===== src/triplet_angle_distance_histogram_top_defines.svh =====
// Assertion macros shared by the histogram block.
`ifndef TRIPLET_ANGLE_DISTANCE_HISTOGRAM_TOP_DEFINES_SVH
`define TRIPLET_ANGLE_DISTANCE_HISTOGRAM_TOP_DEFINES_SVH

// Overlapping implication, sampled on clk and disabled during reset.
`define TADH_ASSERT_IMPL(label, ante, cons) \
	label: assert property (@(posedge clk) disable iff (!arst_n) (ante) |-> (cons)) \
		else $error("tadh: implication check failed");

// Next-cycle implication, sampled on clk and disabled during reset.
`define TADH_ASSERT_NEXT(label, ante, cons) \
	label: assert property (@(posedge clk) disable iff (!arst_n) (ante) |=> (cons)) \
		else $error("tadh: next-cycle check failed");

`endif


===== src/tadh_pkg.sv =====
// Types, constants and tables shared by the triplet histogram modules.
`timescale 1ns / 1ps
package tadh_pkg;
	localparam int COORD_BITS = 24;
	localparam int MAX_DIST_BINS = 16;
	localparam int MAX_ANGLE_BINS = 32;
	localparam int DIST_W = $clog2(MAX_DIST_BINS);
	localparam int ANGLE_W = $clog2(MAX_ANGLE_BINS);
	localparam int SEL_W = ANGLE_W + 2 * DIST_W;
	localparam int HIST_DEPTH = MAX_ANGLE_BINS * MAX_DIST_BINS * MAX_DIST_BINS;
	localparam int COUNT_W = 32;
	localparam int CFG_INDEX_W = 2;
	localparam int CFG_DATA_W = 32;
	localparam int MUL_W = 32;
	localparam int PROD_W = 2 * MUL_W;
	localparam int ACC_W = 2 * COORD_BITS + 2;
	localparam int R_W = COORD_BITS + 2;
	localparam int P_W = 2 * R_W;
	localparam int Q_W = 31;
	localparam int SQ_OP_W = 64;
	localparam int SQ_ROOT_W = SQ_OP_W / 2;
	localparam int XY_W = 34;
	localparam int Z_W = 34;
	localparam int ANG_W = 32;
	localparam int CORDIC_STEPS = 28;
	localparam int STEP_W = 5;
	localparam int BIN_SHIFT = 28;

	localparam logic [CFG_INDEX_W-1:0] CFG_LOWER_CUTOFF = 2'd0;
	localparam logic [CFG_INDEX_W-1:0] CFG_DISTANCE_SCALE = 2'd1;
	localparam logic [CFG_INDEX_W-1:0] CFG_DISTANCE_BINS = 2'd2;
	localparam logic [CFG_INDEX_W-1:0] CFG_ANGLE_BINS = 2'd3;

	localparam logic [2:0] STAT_COUNTED = 3'd0;
	localparam logic [2:0] STAT_BEYOND = 3'd1;
	localparam logic [2:0] STAT_BELOW = 3'd2;
	localparam logic [2:0] STAT_ZERO = 3'd3;
	localparam logic [2:0] STAT_READ = 3'd4;

	localparam logic [Q_W-1:0] ONE_Q30 = 31'h4000_0000;
	localparam logic [SQ_OP_W-1:0] ONE_Q60 = 64'h1000_0000_0000_0000;
	localparam logic [Z_W-1:0] HALF_PI_UNITS = 34'h0_4000_0000;
	localparam logic [Z_W-2:0] PI_UNITS = 33'h0_8000_0000;

	typedef struct packed {
		logic mode;
		logic signed [COORD_BITS-1:0] ij_dx;
		logic signed [COORD_BITS-1:0] ij_dy;
		logic signed [COORD_BITS-1:0] ij_dz;
		logic signed [COORD_BITS-1:0] ik_dx;
		logic signed [COORD_BITS-1:0] ik_dy;
		logic signed [COORD_BITS-1:0] ik_dz;
		logic [SEL_W-1:0] bin_select;
	} tadh_in_t;

	typedef struct packed {
		logic [2:0] status;
		logic [ANGLE_W-1:0] angle_bin;
		logic [DIST_W-1:0] near_bin;
		logic [DIST_W-1:0] far_bin;
		logic [COUNT_W-1:0] bin_count;
	} tadh_out_t;

	typedef enum logic [4:0] {
		ST_CLEAR,
		ST_IDLE,
		ST_PROD,
		ST_SQRT_GO,
		ST_SQRT_WAIT,
		ST_CHECK,
		ST_BIN,
		ST_BIN_WAIT,
		ST_BIN_CHK,
		ST_PMUL,
		ST_PMUL_WAIT,
		ST_DIV_INIT,
		ST_DIV,
		ST_QQ,
		ST_QQ_WAIT,
		ST_CORDIC_GO,
		ST_CORDIC_WAIT,
		ST_TB,
		ST_TB_WAIT,
		ST_READ,
		ST_UPDATE,
		ST_FINISH
	} tadh_state_t;

	typedef enum logic [3:0] {
		MT_NONE,
		MT_SAA,
		MT_SBB,
		MT_SDD,
		MT_DOT,
		MT_BIN,
		MT_P,
		MT_QQ,
		MT_TB
	} tadh_mtgt_t;

	function automatic logic [29:0] atan_unit(input logic [STEP_W-1:0] i);
		logic [29:0] v;
		case (i)
			5'd0: v = 30'd536870912;
			5'd1: v = 30'd316933406;
			5'd2: v = 30'd167458907;
			5'd3: v = 30'd85004756;
			5'd4: v = 30'd42667331;
			5'd5: v = 30'd21354465;
			5'd6: v = 30'd10679838;
			5'd7: v = 30'd5340245;
			5'd8: v = 30'd2670163;
			5'd9: v = 30'd1335087;
			5'd10: v = 30'd667544;
			5'd11: v = 30'd333772;
			5'd12: v = 30'd166886;
			5'd13: v = 30'd83443;
			5'd14: v = 30'd41722;
			5'd15: v = 30'd20861;
			5'd16: v = 30'd10430;
			5'd17: v = 30'd5215;
			5'd18: v = 30'd2608;
			5'd19: v = 30'd1304;
			5'd20: v = 30'd652;
			5'd21: v = 30'd326;
			5'd22: v = 30'd163;
			5'd23: v = 30'd81;
			5'd24: v = 30'd41;
			5'd25: v = 30'd20;
			5'd26: v = 30'd10;
			5'd27: v = 30'd5;
			default: v = 30'd0;
		endcase
		return v;
	endfunction
endpackage


===== src/tadh_cordic.sv =====
// CORDIC vectoring unit that turns a cosine and sine pair into an angle.
`timescale 1ns / 1ps
module tadh_cordic (
	input logic clk,
	input logic arst_n,
	input logic start,
	input logic signed [tadh_pkg::XY_W-1:0] x0,
	input logic signed [tadh_pkg::XY_W-1:0] y0,
	input logic signed [tadh_pkg::Z_W-1:0] z0,
	output logic busy,
	output logic [tadh_pkg::ANG_W-1:0] angle
);
	import tadh_pkg::*;

	logic busy_q;
	logic [STEP_W-1:0] i_q;
	logic signed [XY_W-1:0] x_q;
	logic signed [XY_W-1:0] y_q;
	logic signed [Z_W-1:0] z_q;
	logic signed [XY_W-1:0] xs;
	logic signed [XY_W-1:0] ys;
	logic signed [Z_W-1:0] at;

	assign xs = x_q >>> i_q;
	assign ys = y_q >>> i_q;
	assign at = $signed(Z_W'(atan_unit(i_q)));

	always_ff @(posedge clk or negedge arst_n) begin
		if (!arst_n) begin
			busy_q <= 1'b0;
			i_q <= '0;
		end else if (start) begin
			busy_q <= 1'b1;
			i_q <= '0;
		end else if (busy_q) begin
			i_q <= i_q + 1'b1;
			if (i_q == STEP_W'(CORDIC_STEPS - 1)) begin
				busy_q <= 1'b0;
			end
		end
	end

	always_ff @(posedge clk) begin
		if (start) begin
			x_q <= x0;
			y_q <= y0;
			z_q <= z0;
		end else if (busy_q) begin
			if (!y_q[XY_W-1]) begin
				x_q <= x_q + ys;
				y_q <= y_q - xs;
				z_q <= z_q + at;
			end else begin
				x_q <= x_q - ys;
				y_q <= y_q + xs;
				z_q <= z_q - at;
			end
		end
	end

	always_comb begin
		if (z_q[Z_W-1]) begin
			angle = '0;
		end else if (z_q[Z_W-2:0] > PI_UNITS) begin
			angle = ANG_W'(PI_UNITS);
		end else begin
			angle = ANG_W'(z_q[Z_W-2:0]);
		end
	end

	assign busy = busy_q;
endmodule


===== config.mk =====
export PLATFORM = sky130hd
export DESIGN_NAME = tadh_cordic
export DESIGN_NICKNAME = d
export VERILOG_FILES = /design/src/triplet_angle_distance_histogram_top_defines.svh /design/src/tadh_pkg.sv /design/src/tadh_cordic.sv
export SDC_FILE = /design/constraint.sdc
export NUM_CORES = 1
export LEC_CHECK = 0
export BUFFER_PORTS_ARGS = -buffer_cell sky130_fd_sc_hd__buf_4
export CAP_MARGIN = 20
export CORE_MARGIN = 2
export CORE_UTILIZATION = 30
export DETAILED_ROUTE_END_ITERATION = 10
export GPL_ROUTABILITY_DRIVEN = 0
export PLACE_DENSITY_LB_ADDON = 0.08
export SYNTH_ARGS = -nofsm -noshare
export SYNTH_HDL_FRONTEND = slang
export SYNTH_SLANG_ARGS = --single-unit

===== constraint.sdc =====
create_clock -name clk -period 8.2 [get_ports clk]
set_input_delay 1.64 -clock clk [delete_from_list [all_inputs] [get_ports clk]]
set_output_delay 1.64 -clock clk [all_outputs]
set_load 0.01 [all_outputs]

# Word level (Yosys, flattened, before mapping)
# Memory sizes are Yosys's and may differ from the RTL's.
# Index checks and enable logic that the tools add are counted.
word_totals:
  ff_bits: 108
  latch_bits: 0
  mem_bits_rw: 0
  romBits: 960
  input_bits: 105
  out_inout_bits: 33
  elab_cells: 34
  memories: 1
classes:
  addsub: 7
  n_mul: 0
  div: 0
  order_cmp: 1
  n_eq_ne: 1
  n_shift: 2
  muxes: 16
  n_bitwise: 0
  reduce_logical: 1
memory_table:
  columns: ["memory", "depth", "word_bits", "read_ports", "rd_clocked_by_memory_dff", "wr", "line", "text"]
  rows:
  - ["(name not given)", 32, 30, 1, 0, 0, "tadh_pkg.sv:103", "case (i)"]
op_table:
  columns: ["operator", "n"]
  rows:
  - ["$mux W34", 9]
  - ["$add A34 B34 Y34", 2]
  - ["$sshr A34 B5 Y34", 2]
  - ["$sub A34 B34 Y34", 2]
  - ["$mux W32", 2]
  - ["$add A34 B31 Y34", 1]
  - ["$sub A34 B31 Y34", 1]
  - ["$gt A33 B32 Y1 const B", 1]
  - ["$mux W5", 2]
  - ["$add A5 B1 Y5 const B", 1]
  - ["$eq A5 B5 Y1 const B", 1]
  - ["$mux W1", 3]
  - ["$reduce_bool A2 Y1", 1]

# Longest topological paths before layout
logic_depth:
  depth_word: 5
  depth_mapped: 30
  mapped_depth_nobuf: 23

# Worst setup path before layout
# OpenSTA, ideal clock, no wires.
synth_path:
  path_type: "register to register"
  from: "register i_q[0]"
  to: "register z_q[30], data pin"
  setup_time_ps: 267
  t_arrival_ps: 6591
  t_required_ps: 7933
  setup_slack_ps: 1343
  path_stages_with_launch: 29
  path_buffers: 6
  synth_period_minus_slack_ps: 6857
  cell_sequence: "dfrtp_1 -> buf_2 -> clkinv_1 -> buf_2 -> buf_2 -> buf_2 -> buf_2 -> ha_1 -> clkbuf_1 -> nor2_1 -> mux2_2 -> mux4_2 -> and3b_1 -> and3_1 -> and2_1 -> nor2_1 -> xor2_1 -> ha_1 -> or3_1 -> or2_2 -> o211ai_1 -> nand2_1 -> o221a_2 -> o41ai_1 -> o2111ai_1 -> a21oi_1 -> o21bai_1 -> xnor2_1 -> o21ai_0"
synth_between:
  elab_chain_cells: 5
  word_cells_on_any_way: 6
  cone_classes: "add/sub: 2; mux: 3; memory: 1"
synth_rtl:
  columns: ["item", "line", "text"]
  rows:
  - ["from (decl)", "tadh_cordic.sv:16", "logic [STEP_W-1:0] i_q;"]
  - ["from (signal assigned)", "tadh_cordic.sv:36", "i_q <= i_q + 1'b1;"]
  - ["$mem_v2 Z32 W30 *", null, null]
  - ["$add A34 B31 Y34 or $sub A34 B31 Y34 (tied branches)", "tadh_cordic.sv:52, tadh_cordic.sv:56", null]
  - ["$mux W34 *", "tadh_cordic.sv:49", "if (!y_q[XY_W-1]) begin"]
  - ["$mux W34 *", "tadh_cordic.sv:48", "end else if (busy_q) begin"]
  - ["$mux W34 *", "tadh_cordic.sv:44", "if (start) begin"]
  - ["to (signal assigned)", "tadh_cordic.sv:47", "z_q <= z0;"]
  - ["to (signal assigned)", "tadh_cordic.sv:52", "z_q <= z_q + at;"]
  - ["to (signal assigned)", "tadh_cordic.sv:56", "z_q <= z_q - at;"]
  - ["to (decl)", "tadh_cordic.sv:19", "logic signed [Z_W-1:0] z_q;"]
# Mark *: on every way between the ends. The rest lies on a longest branch, timed or not. The select of a mux whose other input is x is not followed.
# A chain may end at the register's enable or synchronous reset.

# Worst setup path after layout
layout_path:
  from: "register i_q[1]"
  to: "register y_q[33], data pin"
layout_between:
  elab_chain_cells: 5
  word_cells_on_any_way: 6
  cone_classes: "add/sub: 2; shift: 1; mux: 3"
layout_rtl:
  columns: ["item", "line", "text"]
  rows:
  - ["$sshr A34 B5 Y34 *", "tadh_cordic.sv:24", "assign xs = x_q >>> i_q;"]
  - ["$sub A34 B34 Y34 or $add A34 B34 Y34 (tied branches)", "tadh_cordic.sv:51, tadh_cordic.sv:55", null]
  - ["$mux W34 *", "tadh_cordic.sv:49", null]
  - ["$mux W34 *", "tadh_cordic.sv:48", null]
  - ["$mux W34 *", "tadh_cordic.sv:44", null]
  - ["to (signal assigned)", "tadh_cordic.sv:46", "y_q <= y0;"]
  - ["to (signal assigned)", "tadh_cordic.sv:51", "y_q <= y_q - xs;"]
  - ["to (signal assigned)", "tadh_cordic.sv:55", "y_q <= y_q + xs;"]
  - ["to (decl)", "tadh_cordic.sv:18", "logic signed [XY_W-1:0] y_q;"]
# Marked as above.

==> flow_summary.ini <==
[status]
status = finished, final reports clean

[global_route]
first_global_vias = 16400
antenna_found_initial = 0
grt_start_max_net_pins = 110
grt_pass1_wl_mm = 101
track_usage_pct = 21.9
overflow = 0

[clock_network]
cts-hold-fix-buffers = 0
cts_buffer_depth = 2
clock_latency_ns = 0.41
cts_root_buf = clkbuf_16
cts_tree = built
cts_resized = 0
cts_setup_buffers = 0
path_clk_slew_ns = 0.09
htree_levels = 3
cts_buffers = 9
cts.sinks = 108

[synth]
synthDistinctLibCells = 94
ys_ff_latch = 108
yosysTopAreaCell = edfxtp_1
ys_seq_area_share_pct = 18.5
synth_commonest_cells = 252 x nand2_1, 173 x o21ai_0, 156 x a21oi_1
yosys_warnings = 0
synth_top_area_share_pct = 17.6
synth_area_leaders = edfxtp_1 18%, mux4_2 9.6%, ha_1 8.1%
synth-async-reset-ratio_pct = 5.56
syn_avg_cell_area_sq_um = 8.46
synthCells = 2051
ys.flop_type = edfxtp_1
synth_edf_count = 102
syn_nets = 2271
yosysMostFrequentCell = nand2_1
synth_area_sq_um = 17400

[critical_path]
start_kind = flop
crit_buf_inv = 1
cp_slowest_cell = dfrtp_4
worstSetupEndpointType = flop
cp_cell_sequence = buf_4, mux4_1, mux2i_1, o22ai_1, a211oi_1, nand4_1, nor4_2, a41oi_1, xnor2_1, ha_1, a21oi_1, a21boi_0, a211o_1, a22oi_1, a21oi_1, a221o_1, a41oi_1, nand2_1, a31oi_1, xnor2_1, mux2_2
cp.required_ns = 8.36
crit_arrival_ns = 7.46
cp_top_family = compound AO/OA/AOI/OAI gates
worstSetupPathType = flop to flop
slowest_delay_ns = 0.82
cp_max_fo = 44

[drt]
vias = 16700
drt_iter0_drc = 1128
antenna_left = 0
finalWirelength_mm = 66.3
drt_pass1_iterations = 7
drc = 0
wl_per_cell_um = 23.0
vias_per_cell = 5.81

[floorplanning]
fp.dieW_um = 245
die_y_um = 245
floorplan.die_area_sq_um = 59800
rows = 88
initial_utilization_pct = 30.2
core_sq_um = 57500
boundaryPins = 138

[finish]
n_antenna_cell = 0
final_nets = 2329
drive_above_1_share_pct = 17.1
area_delta_synth_final_pct = 11.3

[timing]
fin_worst_skew_ns = 0.00954
period_needed_ns = 7.30
setup_viol = 0
worst_pin_slew_ns = 0.989
finalHoldViolations = 0
tns_ns = 0
drv_slew = 0
fmax_mhz = 137
slew_headroom_pct = 34.1
rsz0062_at_grt = false
timing.final.crit_share_pct = 89.0

[run]
drv_cap = 0

[place]
io_buffers = 137
dp_hpwl_mm = 51.4

[worst_hold_path]
hp-class = flop to flop
==> cell families after synthesis <==
family / count (synthesis) / share of synthesized area (%)
xor gates and xnor gates: 160 / 8.12
DFF: 108 / 18.5
and+or+nand+nor: 642 / 17.7
buffers and inverters: 175 / 4.97
muxes: 197 / 18.0
adders and majority gates: 115 / 8.42
AOI/OAI and AO/OA: 654 / 24.3
==> registers in the layout, summed over array words and instances (netlist names) <==
register / flops
busy: 1
i_q: 5
x_q: 34
y_q: 34
z_q: 34
==> worst register-to-register path: stages, from the launching register on <==
cell	delay, ns
dfrtp_4	0.82
buf_4	0.39
mux4_1	0.74
mux2i_1	0.26
o22ai_1	0.12
a211oi_1	0.69
nand4_1	0.32
nor4_2	0.52
a41oi_1	0.21
xnor2_1	0.17
ha_1	0.36
a21oi_1	0.18
a21boi_0	0.18
a211o_1	0.26
a22oi_1	0.23
a21oi_1	0.17
a221o_1	0.43
a41oi_1	0.36
nand2_1	0.09
a31oi_1	0.22
xnor2_1	0.08
mux2_2	0.25
==> through the flow <==
stage                     cell area (sq um)  setup slack [ns]  util, %  instances  hold WS, ns
after floorplan                       17400              1.34        -       2051        0.641
after global placement                19000              1.08     33.1       2863        0.698
after detailed placement              19000             0.990     33.1       2863        0.707
after CTS                             19300             0.962     33.6       2879        0.728
after global routing                  19300             0.396     33.6       2879        0.774
final                                 19300             0.902     33.6       2879        0.722
==> placed cells by master, fill, tap and decap left out, types with 17 or more instances in the layout <==
cell type / n
a211oi_1: 34
a21o_1: 47
a21oi_1: 156
a31oi_1: 26
and2_1: 46
buf_4: 173
edfxtp_1: 102
ha_1: 112
inv_1: 41
mux2_2: 50
mux2i_1: 62
mux4_2: 74
nand2_1: 252
nand2b_1: 24
nand3_1: 34
nor2_1: 141
nor2b_1: 27
nor3_1: 28
nor4_1: 17
o211ai_1: 19
o21a_1: 25
o21ai_0: 173
o22ai_1: 21
o31ai_1: 18
xnor2_1: 89
xor2_1: 70
==> cell type report <==
type	instances	area [sq um]
multi-input combinational	1768	13300
clock buffer	10	239
timing repair buffer	177	1370
tap	765	957
clock inverter	6	71.3
fill	6109	38200
sequential	108	3230
inverter	45	169
==> per-layer routing <==
metal	routed length (um)	global-route usage, %
met1	28600	28.2
met2	31100	36.3
met3	4080	3.42
met4	2560	9.52
met5	0	0
==> worst paths after layout <==
check,endpoint,start,cells after the start,slack [ns]
setup / recovery,y_q[33],i_q[1],21,0.90
hold / removal,y_q[0],y_q[0],2,0.72
setup reg to reg,y_q[33],i_q[1],21,0.90
hold reg to reg,y_q[0],y_q[0],2,0.72
max in group asynchronous,i_q[1],arst_n,1,7.04
min in group asynchronous,busy,arst_n,1,1.02
Power is not shown: default switching activity piles up to over one toggle a cycle in this logic, so the estimate is an artifact.
