===== src/triplet_angle_distance_histogram_top_defines.svh =====
// Assertion macros shared by the histogram block.
`ifndef TRIPLET_ANGLE_DISTANCE_HISTOGRAM_TOP_DEFINES_SVH
`define TRIPLET_ANGLE_DISTANCE_HISTOGRAM_TOP_DEFINES_SVH

// Overlapping implication, sampled on clk and disabled during reset.
`define TADH_ASSERT_IMPL(label, ante, cons) \
	label: assert property (@(posedge clk) disable iff (!arst_n) (ante) |-> (cons)) \
		else $error("tadh: implication check failed");

// Next-cycle implication, sampled on clk and disabled during reset.
`define TADH_ASSERT_NEXT(label, ante, cons) \
	label: assert property (@(posedge clk) disable iff (!arst_n) (ante) |=> (cons)) \
		else $error("tadh: next-cycle check failed");

`endif


===== src/tadh_pkg.sv =====
// Types, constants and tables shared by the triplet histogram modules.
`timescale 1ns / 1ps
package tadh_pkg;
	localparam int COORD_BITS = 24;
	localparam int MAX_DIST_BINS = 16;
	localparam int MAX_ANGLE_BINS = 32;
	localparam int DIST_W = $clog2(MAX_DIST_BINS);
	localparam int ANGLE_W = $clog2(MAX_ANGLE_BINS);
	localparam int SEL_W = ANGLE_W + 2 * DIST_W;
	localparam int HIST_DEPTH = MAX_ANGLE_BINS * MAX_DIST_BINS * MAX_DIST_BINS;
	localparam int COUNT_W = 32;
	localparam int CFG_INDEX_W = 2;
	localparam int CFG_DATA_W = 32;
	localparam int MUL_W = 32;
	localparam int PROD_W = 2 * MUL_W;
	localparam int ACC_W = 2 * COORD_BITS + 2;
	localparam int R_W = COORD_BITS + 2;
	localparam int P_W = 2 * R_W;
	localparam int Q_W = 31;
	localparam int SQ_OP_W = 64;
	localparam int SQ_ROOT_W = SQ_OP_W / 2;
	localparam int XY_W = 34;
	localparam int Z_W = 34;
	localparam int ANG_W = 32;
	localparam int CORDIC_STEPS = 28;
	localparam int STEP_W = 5;
	localparam int BIN_SHIFT = 28;

	localparam logic [CFG_INDEX_W-1:0] CFG_LOWER_CUTOFF = 2'd0;
	localparam logic [CFG_INDEX_W-1:0] CFG_DISTANCE_SCALE = 2'd1;
	localparam logic [CFG_INDEX_W-1:0] CFG_DISTANCE_BINS = 2'd2;
	localparam logic [CFG_INDEX_W-1:0] CFG_ANGLE_BINS = 2'd3;

	localparam logic [2:0] STAT_COUNTED = 3'd0;
	localparam logic [2:0] STAT_BEYOND = 3'd1;
	localparam logic [2:0] STAT_BELOW = 3'd2;
	localparam logic [2:0] STAT_ZERO = 3'd3;
	localparam logic [2:0] STAT_READ = 3'd4;

	localparam logic [Q_W-1:0] ONE_Q30 = 31'h4000_0000;
	localparam logic [SQ_OP_W-1:0] ONE_Q60 = 64'h1000_0000_0000_0000;
	localparam logic [Z_W-1:0] HALF_PI_UNITS = 34'h0_4000_0000;
	localparam logic [Z_W-2:0] PI_UNITS = 33'h0_8000_0000;

	typedef struct packed {
		logic mode;
		logic signed [COORD_BITS-1:0] ij_dx;
		logic signed [COORD_BITS-1:0] ij_dy;
		logic signed [COORD_BITS-1:0] ij_dz;
		logic signed [COORD_BITS-1:0] ik_dx;
		logic signed [COORD_BITS-1:0] ik_dy;
		logic signed [COORD_BITS-1:0] ik_dz;
		logic [SEL_W-1:0] bin_select;
	} tadh_in_t;

	typedef struct packed {
		logic [2:0] status;
		logic [ANGLE_W-1:0] angle_bin;
		logic [DIST_W-1:0] near_bin;
		logic [DIST_W-1:0] far_bin;
		logic [COUNT_W-1:0] bin_count;
	} tadh_out_t;

	typedef enum logic [4:0] {
		ST_CLEAR,
		ST_IDLE,
		ST_PROD,
		ST_SQRT_GO,
		ST_SQRT_WAIT,
		ST_CHECK,
		ST_BIN,
		ST_BIN_WAIT,
		ST_BIN_CHK,
		ST_PMUL,
		ST_PMUL_WAIT,
		ST_DIV_INIT,
		ST_DIV,
		ST_QQ,
		ST_QQ_WAIT,
		ST_CORDIC_GO,
		ST_CORDIC_WAIT,
		ST_TB,
		ST_TB_WAIT,
		ST_READ,
		ST_UPDATE,
		ST_FINISH
	} tadh_state_t;

	typedef enum logic [3:0] {
		MT_NONE,
		MT_SAA,
		MT_SBB,
		MT_SDD,
		MT_DOT,
		MT_BIN,
		MT_P,
		MT_QQ,
		MT_TB
	} tadh_mtgt_t;

	function automatic logic [29:0] atan_unit(input logic [STEP_W-1:0] i);
		logic [29:0] v;
		case (i)
			5'd0: v = 30'd536870912;
			5'd1: v = 30'd316933406;
			5'd2: v = 30'd167458907;
			5'd3: v = 30'd85004756;
			5'd4: v = 30'd42667331;
			5'd5: v = 30'd21354465;
			5'd6: v = 30'd10679838;
			5'd7: v = 30'd5340245;
			5'd8: v = 30'd2670163;
			5'd9: v = 30'd1335087;
			5'd10: v = 30'd667544;
			5'd11: v = 30'd333772;
			5'd12: v = 30'd166886;
			5'd13: v = 30'd83443;
			5'd14: v = 30'd41722;
			5'd15: v = 30'd20861;
			5'd16: v = 30'd10430;
			5'd17: v = 30'd5215;
			5'd18: v = 30'd2608;
			5'd19: v = 30'd1304;
			5'd20: v = 30'd652;
			5'd21: v = 30'd326;
			5'd22: v = 30'd163;
			5'd23: v = 30'd81;
			5'd24: v = 30'd41;
			5'd25: v = 30'd20;
			5'd26: v = 30'd10;
			5'd27: v = 30'd5;
			default: v = 30'd0;
		endcase
		return v;
	endfunction
endpackage


===== src/tadh_sqrt.sv =====
// Iterative floor square root, one result bit per cycle.
`timescale 1ns / 1ps
module tadh_sqrt (
	input logic clk,
	input logic arst_n,
	input logic start,
	input logic [tadh_pkg::SQ_OP_W-1:0] radicand,
	output logic busy,
	output logic [tadh_pkg::SQ_ROOT_W-1:0] root
);
	import tadh_pkg::*;

	localparam int REM_W = SQ_ROOT_W + 2;
	localparam int CNT_W = $clog2(SQ_ROOT_W);

	logic busy_q;
	logic [CNT_W-1:0] cnt_q;
	logic [SQ_OP_W-1:0] op_q;
	logic [REM_W-1:0] rem_q;
	logic [SQ_ROOT_W-1:0] root_q;
	logic [REM_W+1:0] cur;
	logic [REM_W+1:0] trial;
	logic ge;

	assign cur = {rem_q, op_q[SQ_OP_W-1 -: 2]};
	assign trial = {2'b00, root_q, 2'b01};
	assign ge = cur >= trial;

	always_ff @(posedge clk or negedge arst_n) begin
		if (!arst_n) begin
			busy_q <= 1'b0;
			cnt_q <= '0;
		end else if (start) begin
			busy_q <= 1'b1;
			cnt_q <= '0;
		end else if (busy_q) begin
			cnt_q <= cnt_q + 1'b1;
			if (cnt_q == CNT_W'(SQ_ROOT_W - 1)) begin
				busy_q <= 1'b0;
			end
		end
	end

	always_ff @(posedge clk) begin
		if (start) begin
			op_q <= radicand;
			rem_q <= '0;
			root_q <= '0;
		end else if (busy_q) begin
			op_q <= {op_q[SQ_OP_W-3:0], 2'b00};
			if (ge) begin
				rem_q <= REM_W'(cur - trial);
				root_q <= {root_q[SQ_ROOT_W-2:0], 1'b1};
			end else begin
				rem_q <= REM_W'(cur);
				root_q <= {root_q[SQ_ROOT_W-2:0], 1'b0};
			end
		end
	end

	assign busy = busy_q;
	assign root = root_q;
endmodule


===== config.mk =====
export PLATFORM = sky130hd
export DESIGN_NAME = tadh_sqrt
export DESIGN_NICKNAME = d
export VERILOG_FILES = /design/src/triplet_angle_distance_histogram_top_defines.svh /design/src/tadh_pkg.sv /design/src/tadh_sqrt.sv
export SDC_FILE = /design/constraint.sdc
export NUM_CORES = 1
export LEC_CHECK = 0
export CAP_MARGIN = 0
export CORE_MARGIN = 2
export CORE_UTILIZATION = 29
export DETAILED_ROUTE_END_ITERATION = 12
export DONT_BUFFER_PORTS = 1
export MAX_ROUTING_LAYER = met4
export PLACE_DENSITY = 0.42
export SETUP_SLACK_MARGIN = 0.15
export SYNTH_ARGS = -nofsm -noshare
export SYNTH_HDL_FRONTEND = slang
export SYNTH_SLANG_ARGS = --single-unit

===== constraint.sdc =====
create_clock -name clk -period 2.95 [get_ports clk]
set_input_delay 0.295 -clock clk [delete_from_list [all_inputs] [get_ports clk]]
set_output_delay 0.295 -clock clk [all_outputs]
set_load 0.02 [all_outputs]

* Yosys cells after proc, flatten, opt, wreduce, memory -nomap -nowiden
Cells that the tools add are included.
** Word-level totals
- Flip-flop bits (word level) :: 136
- Input bits :: 67
- Word-level logic and storage cells :: 19
- Output and inout port bits :: 33
** Cells by class
- Multiplexer cells :: 9
- $lt $le $gt $ge :: 1
- Reductions and logical operators :: 1
- Eq/ne operators :: 1
- Add/sub/neg operators :: 2
** Operators by type and width (count)
- 2-to-1 mux 64 bit :: 2
- >= comparator 36 x 34 -> 1 bit :: 1
- 2-to-1 mux 34 bit :: 1
- subtractor 34 bit :: 1
- 2-to-1 mux 5 bit :: 2
- adder 5 x 1 -> 5 bit (second input constant) :: 1
- equality test 5 bit (second input constant) :: 1
- 2-to-1 mux 1 bit :: 4
- nonzero test 2 bit :: 1

* Logic depth before layout (Yosys ltp)
Gate-level depths: netlist (run 1).
- Word-level depth :: 4
- Mapped depth :: 14
- Depth with buffers taken out :: 11

* Worst setup path after synthesis (run 1)
Ideal clock, no wire load.
- Path type :: reg2reg
- Start point :: reg root_q[0], in the netlist root[0]
- End point :: reg rem_q[11]
- Setup slack :: 0.114 ns
- Period minus slack after synthesis :: 2.836 ns
- Buffers on the path :: 2
- Stages on the path, launching flop included :: 14
- Arrival time :: 2.698 ns
- Cell sequence :: dfxtp_1 inv_1 ha_1 and2b_2 o31ai_2 a211oi_4 nor2_4 o311ai_4 a31oi_4 a21o_1 buf_6 buf_12 mux2i_1 a211oi_1
** On the way
- Word-level cells in the longest chain between the ends :: 2
- Elaborated cells on any way between the ends :: 3
** Ends and longest elaborated chain
- from (decl) :: line tadh_sqrt.sv:20 : logic [SQ_ROOT_W-1:0] root_q;
- from (signal assigned) :: line tadh_sqrt.sv:53 : root_q <= {root_q[SQ_ROOT_W-2:0], 1'b1};
- from (signal assigned) :: line tadh_sqrt.sv:56 : root_q <= {root_q[SQ_ROOT_W-2:0], 1'b0};
- subtractor 34 bit or >= comparator 36 x 34 -> 1 bit (tied branches) :: line tadh_sqrt.sv:52, tadh_sqrt.sv:27
- 2-to-1 mux 34 bit (*) :: line tadh_sqrt.sv:51 : if (ge) begin
- to (signal assigned) :: line tadh_sqrt.sv:52 : rem_q <= REM_W'(cur - trial);
- to (signal assigned) :: line tadh_sqrt.sv:55 : rem_q <= REM_W'(cur);
- to (decl) :: line tadh_sqrt.sv:19 : logic [REM_W-1:0] rem_q;
Every way passes the cells marked *; elsewhere a longest branch is shown, timed or not.
A chain may end at the register's enable or synchronous reset.

* Final worst setup path (run 1)
- Start point :: reg root_q[0], in the netlist root[0]
- End point :: reg rem_q[2]
The elaborated chain is that of the path after synthesis.

==> results.sh, run 1 <==
export IMPL_antenna_found_initial=1
export IMPL_ys_types=70
export IMPL_clock_path_buffers=2
export IMPL_clk_pin_slew_worst_paths_ps=80
export IMPL_ys_async_sr_fraction_pct=4.412
export IMPL_yosysWarnings=0
export IMPL_postRouteAntennaNets=0
export IMPL_criticalPathCategory="flop to flop"
export IMPL_final_core_util_pct=36.41
export IMPL_layout_drive_gt1_share_pct=32.99
export IMPL_io_pins=100
export IMPL_gp_congestion=0.7949
export IMPL_synth_nets=809
export IMPL_relSlewSlack_pct=46.15
export IMPL_synth_seq_area_share_pct=44.84
export IMPL_cts_root_buf="clkbuf_16"
export IMPL_viasPerCell=4.794
export IMPL_cts_tree="yes"
export IMPL_finalInstanceArea_sq_um=9407
export IMPL_rsz0062_at_grt="yes"
export IMPL_start_kind="flop"
export IMPL_cts_buffers_inserted=17
export IMPL_tightest_slew_ps=807.7
export IMPL_fin_crit_ps=2835
export IMPL_maxCapViolCount=0
export IMPL_seqCellArea_sq_um=3413
export IMPL_ys_ff_latch=136
export IMPL_start_util_pct=29.29
export IMPL_vias=5374
export IMPL_netlist_area_sq_um=7567
export IMPL_syn2layout_area_growth_pct=24.31
export IMPL_hold_viol=0
export IMPL_rrSetupSlack_ps=110
export IMPL_place_area_sq_um=8314
export IMPL_ys_flop_type="dfxtp_1"
export IMPL_grt_pass1_vias=5690
export IMPL_h_tree_depth=4
export IMPL_synth_edf_count=64
export IMPL_grt_use_total_pct=13.45
export IMPL_clock_latency_ps=440
export IMPL_grt_overflow=0
export IMPL_dr_first_iter_drc_count=227
export IMPL_fin_crit_sh_pct=96.11
export IMPL_multi_input_area_sq_um=4135
export IMPL_drc=0
export IMPL_report_final_setup_viol=0
export IMPL_wl_per_cell_um=15.54
export IMPL_grt_pass1_wl_um=28020
export IMPL_fill_cells=2592
export IMPL_ir_worst_vdd_uv=379.9
export IMPL_die_h_um=165.5
export IMPL_drt_pass1_iterations=4
export IMPL_cp_max_fo=6
export IMPL_status="completed"
export IMPL_fin_worst_skew_ps=12.76
export IMPL_core_sq_um=25840
export IMPL_worstPathArrival_ps=3170
export IMPL_cts_sinks=136
export IMPL_place_hpwl_um=12030
export IMPL_p_leak_nw=3.837
export IMPL_nets=875
export IMPL_wl_um=17420
export IMPL_io_buffer_count=0
export IMPL_row_count=59
export IMPL_die_w_um=165.5
export IMPL_crit_required_ps=3290
export IMPL_endpoint_kind="flop"
export IMPL_syn_area_per_cell_sq_um=10.72
export IMPL_slew_viol_final=0
export IMPL_p_per_area_nw_per_um2=1056
export IMPL_synthCells=706
export IMPL_die_area_sq_um=27400
export IMPL_fmax_mhz=352.7
export IMPL_grt_max_degree=70
export IMPL_hold_path_class="input port to flop"
## where the power goes
group	switching, W	internal, W	leakage, nW
registers	0.000194	0.00228	1.30
logic	0.00261	0.00270	2.24
clock network	0.00100	0.00115	0.291
total	0.00380	0.00613	3.84
## area by class of cell
| cell class | instances | area share (%) |
|---|---|---|
| antenna | 1 | 0.02660 |
| clock buffer | 17 | 4.522 |
| clock inverter | 15 | 1.942 |
| inverter | 42 | 1.676 |
| multi-input combinational | 492 | 43.96 |
| sequential | 136 | 36.29 |
| tap | 335 | 4.456 |
| timing repair buffer | 83 | 7.130 |
## critical path, cell delays in order, from the launching register on
cell and delay [ps]:
dfxtp_2 330, inv_1 70, ha_4 280, and2b_2 190, o31ai_4 80, a211oi_4 290
nor2_4 60, o311ai_4 350, a31oi_4 130, a21o_1 220, buf_12 140, or3_1 330
a311oi_2 280
## through the flow
step	setup TNS [ps]	power [W]	instances	hold slack, ps	worst slack (ps)
floorplan	0	0.006005	706	-0.5911	162.1
global placement	0	0.007119	1072	-0.4294	95.39
detailed placement	0	0.007132	1072	-0.4623	34.24
CTS	0	0.009528	1110	54.76	100.0
global route	-17.69	0.01064	1121	48.51	-17.69
finish	0	0.009930	1121	73.34	114.7
## Yosys cell counts, drive strengths merged, types with 4 or more instances
cell     n  area [sq um]
nor2    87         334.1
dfxtp   66          1321
edfxtp  64          1922
mux2    63         709.4
mux2i   61         610.6
inv     42         157.7
a21oi   37         188.9
ha      36         450.4
nand2   36         137.6
a211oi  30         242.7
o21ai   26         133.9
clkbuf  25         105.1
xnor2   22         192.7
xor2    11         96.34
buf     10         106.4
a21o     9         67.56
and3     6         45.04
dfrtp    6         150.1
nand4    6         37.54
nor2b    5         38.78
o21a     5         37.54
or3      5         32.53
o31ai    4         35.03
## repair_timing
| action | 4_1_cts | 5_1_grt |
|---|---|---|
| endpoints found under the setup margin | 14 | 35 |
| hold buffers | 2 | 0 |
| buffers inserted | 4 | 10 |
| endpoints found under the hold margin | 70 | 0 |
| pin swaps | 17 | 19 |
| gates resized for setup | 11 | 55 |
## routing by layer
layer | global-route usage [%] | vias up | wire length [um] | part of all wire, %
met4 | 4.467 | 0 | 276 | 1.6
li1 | - | 2678 | - | -
met3 | 4.620 | 22 | 955 | 5.5
met5 | - | - | 0 | 0
met2 | 22.29 | 98 | 8635 | 50
met1 | 15.22 | 2576 | 7547 | 43
## cell families after synthesis
kind of cell | count (synthesis) | share of synthesized area, %
compound gates | 134 | 12.76
flops | 136 | 44.84
xor+xnor | 33 | 3.819
fa+ha+maj | 36 | 5.952
buf+inv | 78 | 5.010
simple gates | 165 | 10.17
mux | 124 | 17.44
## cells in the final DEF (no fill, tap or decap), types with 9 or more instances in the layout
| cell type | count |
|---|---|
| xor2_1 | 11 |
| dfxtp_1 | 53 |
| xnor2_1 | 22 |
| clkbuf_16 | 17 |
| dfxtp_2 | 13 |
| a21o_1 | 9 |
| mux2_2 | 63 |
| edfxtp_1 | 64 |
| nor2_1 | 86 |
| mux2i_1 | 57 |
| ha_4 | 13 |
| a211oi_1 | 22 |
| o21ai_0 | 18 |
| nand2_1 | 33 |
| ha_1 | 21 |
| inv_1 | 38 |
| buf_4 | 79 |
| a21oi_1 | 31 |
## worst paths after layout
| check | start | to | depth (start not counted) |
|---|---|---|---|
| setup / recovery | root[0]$_SDFFE_PP0P_ | rem_q[2]$_SDFFE_PP0P_ | 12 |
| hold / removal | radicand[38] | op_q[38]$_DFFE_PP_ | 1 |
| setup reg to reg | root[0]$_SDFFE_PP0P_ | rem_q[2]$_SDFFE_PP0P_ | 12 |
| hold reg to reg | rem_q[32]$_SDFFE_PP0P_ | rem_q[32]$_SDFFE_PP0P_ | 2 |
| max in group asynchronous | arst_n | busy$_DFF_PN0_ | 1 |
| min in group asynchronous | arst_n | cnt_q[0]$_DFFE_PN0P_ | 1 |
## state kept, by name (all words and copies together) (netlist names)
| signal | cells |
|---|---|
| op_q | 64 |
| rem_q | 34 |
| root | 32 |
| cnt_q | 5 |
| busy | 1 |
Power figures use the tool's default switching activity.
==> run 2, diff against run 1 <==
--- a/config.mk
+++ b/config.mk
@@ -6,6 +6,7 @@
 export NUM_CORES = 1
 export LEC_CHECK = 0
 export CAP_MARGIN = 0
+export CORE_ASPECT_RATIO = 0.75
 export CORE_MARGIN = 2
 export CORE_UTILIZATION = 29
 export DETAILED_ROUTE_END_ITERATION = 12
==> run 2 against run 1 <==
Combinational power grew 4%. Worst setup slack lost 58 ps. Fmax shrank 2.0%. Design area grew 0.20%. Clock-buffer cell count grew 1. Sequential cell count is the same. Clock skew shrank 0.97 ps.
==> results.sh, run 2 (synthesis results as in run 1) <==
export IMPL_crit_required_ps=3290
export IMPL_cp_max_fo=4
export IMPL_row_count=51
export IMPL_wl_met3_um=1134
export IMPL_fill_cells=2571
export IMPL_wl_met1_um=8587
export IMPL_die_h_um=143.9
export IMPL_start_util_pct=29.35
export IMPL_cts_buffers_inserted=17
export IMPL_die_w_um=190.5
export IMPL_tightest_slew_ps=1003
export IMPL_fin_worst_skew_ps=11.79
export IMPL_largest_reg_flops=64
export IMPL_h_tree_depth=4
export IMPL_final_core_util_pct=36.56
export IMPL_cts_root_buf="clkbuf_16"
export IMPL_relSlewSlack_pct=33.11
export IMPL_grt_overflow=0
export IMPL_p_leak_nw=3.875
export IMPL_fin_crit_ps=2894
export IMPL_clk_pin_slew_worst_paths_ps=60
export IMPL_io_pins=100
export IMPL_io_buffer_count=0
export IMPL_syn2layout_area_growth_pct=24.55
export IMPL_rsz0062_at_grt="yes"
export IMPL_nets=879
export IMPL_antenna_found_initial=6
export IMPL_whs_ps=68.52
export IMPL_grt_use_total_pct=13.99
export IMPL_ir_worst_vdd_uv=527.8
export IMPL_drc=0
export IMPL_place_hpwl_um=12060
export IMPL_hold_viol=0
export IMPL_layout_drive_gt1_share_pct=31.05
export IMPL_postRouteAntennaNets=0
export IMPL_cts_sinks=136
export IMPL_fin_tns_setup_ps=0
export IMPL_report_final_setup_viol=0
export IMPL_top_layer_used="met4"
export IMPL_top_register="op_q"
export IMPL_maxCapViolCount=0
export IMPL_layout_common_cells="86 x nor2_1, 80 x buf_4, 64 x edfxtp_1"
export IMPL_grt_pass1_wl_um=29240
export IMPL_clock_path_buffers=2
export IMPL_core_sq_um=25780
export IMPL_viasPerCell=4.743
export IMPL_grt_pass1_vias=5634
export IMPL_endpoint_kind="flop"
export IMPL_die_area_sq_um=27420
export IMPL_p_per_area_nw_per_um2=1097
export IMPL_drt_pass1_iterations=4
export IMPL_hold_path_class="input port to flop"
export IMPL_status="completed"
export IMPL_dr_wl_met2_um=8192
export IMPL_vias=5407
export IMPL_wl_um=18160
export IMPL_fmax_mhz=345.6
export IMPL_dr_first_iter_drc_count=209
export IMPL_gp_congestion=0.8313
export IMPL_slew_viol_final=0
export IMPL_worstPathArrival_ps=3230
export IMPL_clock_latency_ps=430
export IMPL_fin_crit_sh_pct=98.09
export IMPL_grt_max_degree=83
export IMPL_wl_per_cell_um=15.93
export IMPL_final_common_cell="nor2_1"
export IMPL_criticalPathCategory="flop to flop"
export IMPL_start_kind="flop"
export IMPL_cts_tree="yes"
## run 2: cell types whose count changed in the layout (fill, tap and decap cells not counted), sizes merged
cell / change
clkbuf: +2
bufinv: +4
clkinv: -6
clkinvlp: +1
buf: +3
diode: +6
## run 2: path summary, 6_finish.rpt
kind                                           to                    from  slack, ps  depth (start not counted)
max                         rem_q[2]$_SDFFE_PP0P_      op_q[62]$_DFFE_PP_         60                         12
min reg2reg                rem_q[32]$_SDFFE_PP0P_  rem_q[32]$_SDFFE_PP0P_        450                          2
min                         op_q[1]$_SDFFCE_PN0P_             radicand[1]         70                          1
max in group asynchronous          busy$_DFF_PN0_                  arst_n       2540                          1
min in group asynchronous          busy$_DFF_PN0_                  arst_n        170                          1
max reg2reg                 rem_q[2]$_SDFFE_PP0P_      op_q[62]$_DFFE_PP_         60                         12
## run 2: stage by stage
stage / total power [W] / instance area [sq um] / cells / worst slack, ps
5_1_grt: 0.01103 / 9423 / 1139 / -33.68
4_1_cts: 0.009884 / 9155 / 1129 / 63.84
6_report: 0.01034 / 9425 / 1140 / 56.40
3_3_place_gp: 0.007164 / 8373 / 1089 / 54.20
3_5_place_dp: 0.007152 / 8373 / 1089 / -28.32
2_1_floorplan: 0.006005 / 7585 / 706 / 162.1
## run 2: critical path: stages, from the launching register on
cell and delay, ps:
edfxtp_1 390, inv_2 70, ha_4 150, and2b_2 240
o31ai_4 90, a211oi_4 310, nor2_4 80, o311ai_4 350
a31oi_4 130, a21o_4 240, buf_12 130, or3_4 360
a311oi_2 260
## run 2: area by class of cell
cell class / instances / area (sq um) / area share [%]
multi-input cells: 492 / 4029 / 42.75
flip-flops and latches: 136 / 3410 / 36.17
repair buffers: 87 / 742.0 / 7.872
well taps: 344 / 430.4 / 4.567
clock buffers: 18 / 429.2 / 4.553
clock inverters: 14 / 210.2 / 2.230
inverters: 42 / 157.7 / 1.673
diodes: 7 / 17.52 / 0.1858
## run 2: where the power goes
group | leakage [nW] | internal [W] | total, W | switching, W
registers | 1.30 | 0.00229 | 0.00248 | 0.000192
logic | 2.27 | 0.00282 | 0.00550 | 0.00268
clock network | 0.306 | 0.00144 | 0.00236 | 0.000921
total | 3.88 | 0.00655 | 0.0103 | 0.00379
## run 2: routing by layer
| metal | up-vias | global-route usage [%] |
|---|---|---|
| li1 | 2697 | - |
| met1 | 2583 | 17.20 |
| met2 | 106 | 21.21 |
| met3 | 21 | 5.128 |
| met4 | 0 | 4.733 |
| met5 | - | - |
## run 2: repair_timing
item,4_1_cts,5_1_grt
setup endpoints to repair,4,35
cloned,1,1
hold buffers,2,0
hold endpoints to repair,70,0
pin swaps,6,15
gates resized for setup,10,42
setup buffers,5,3
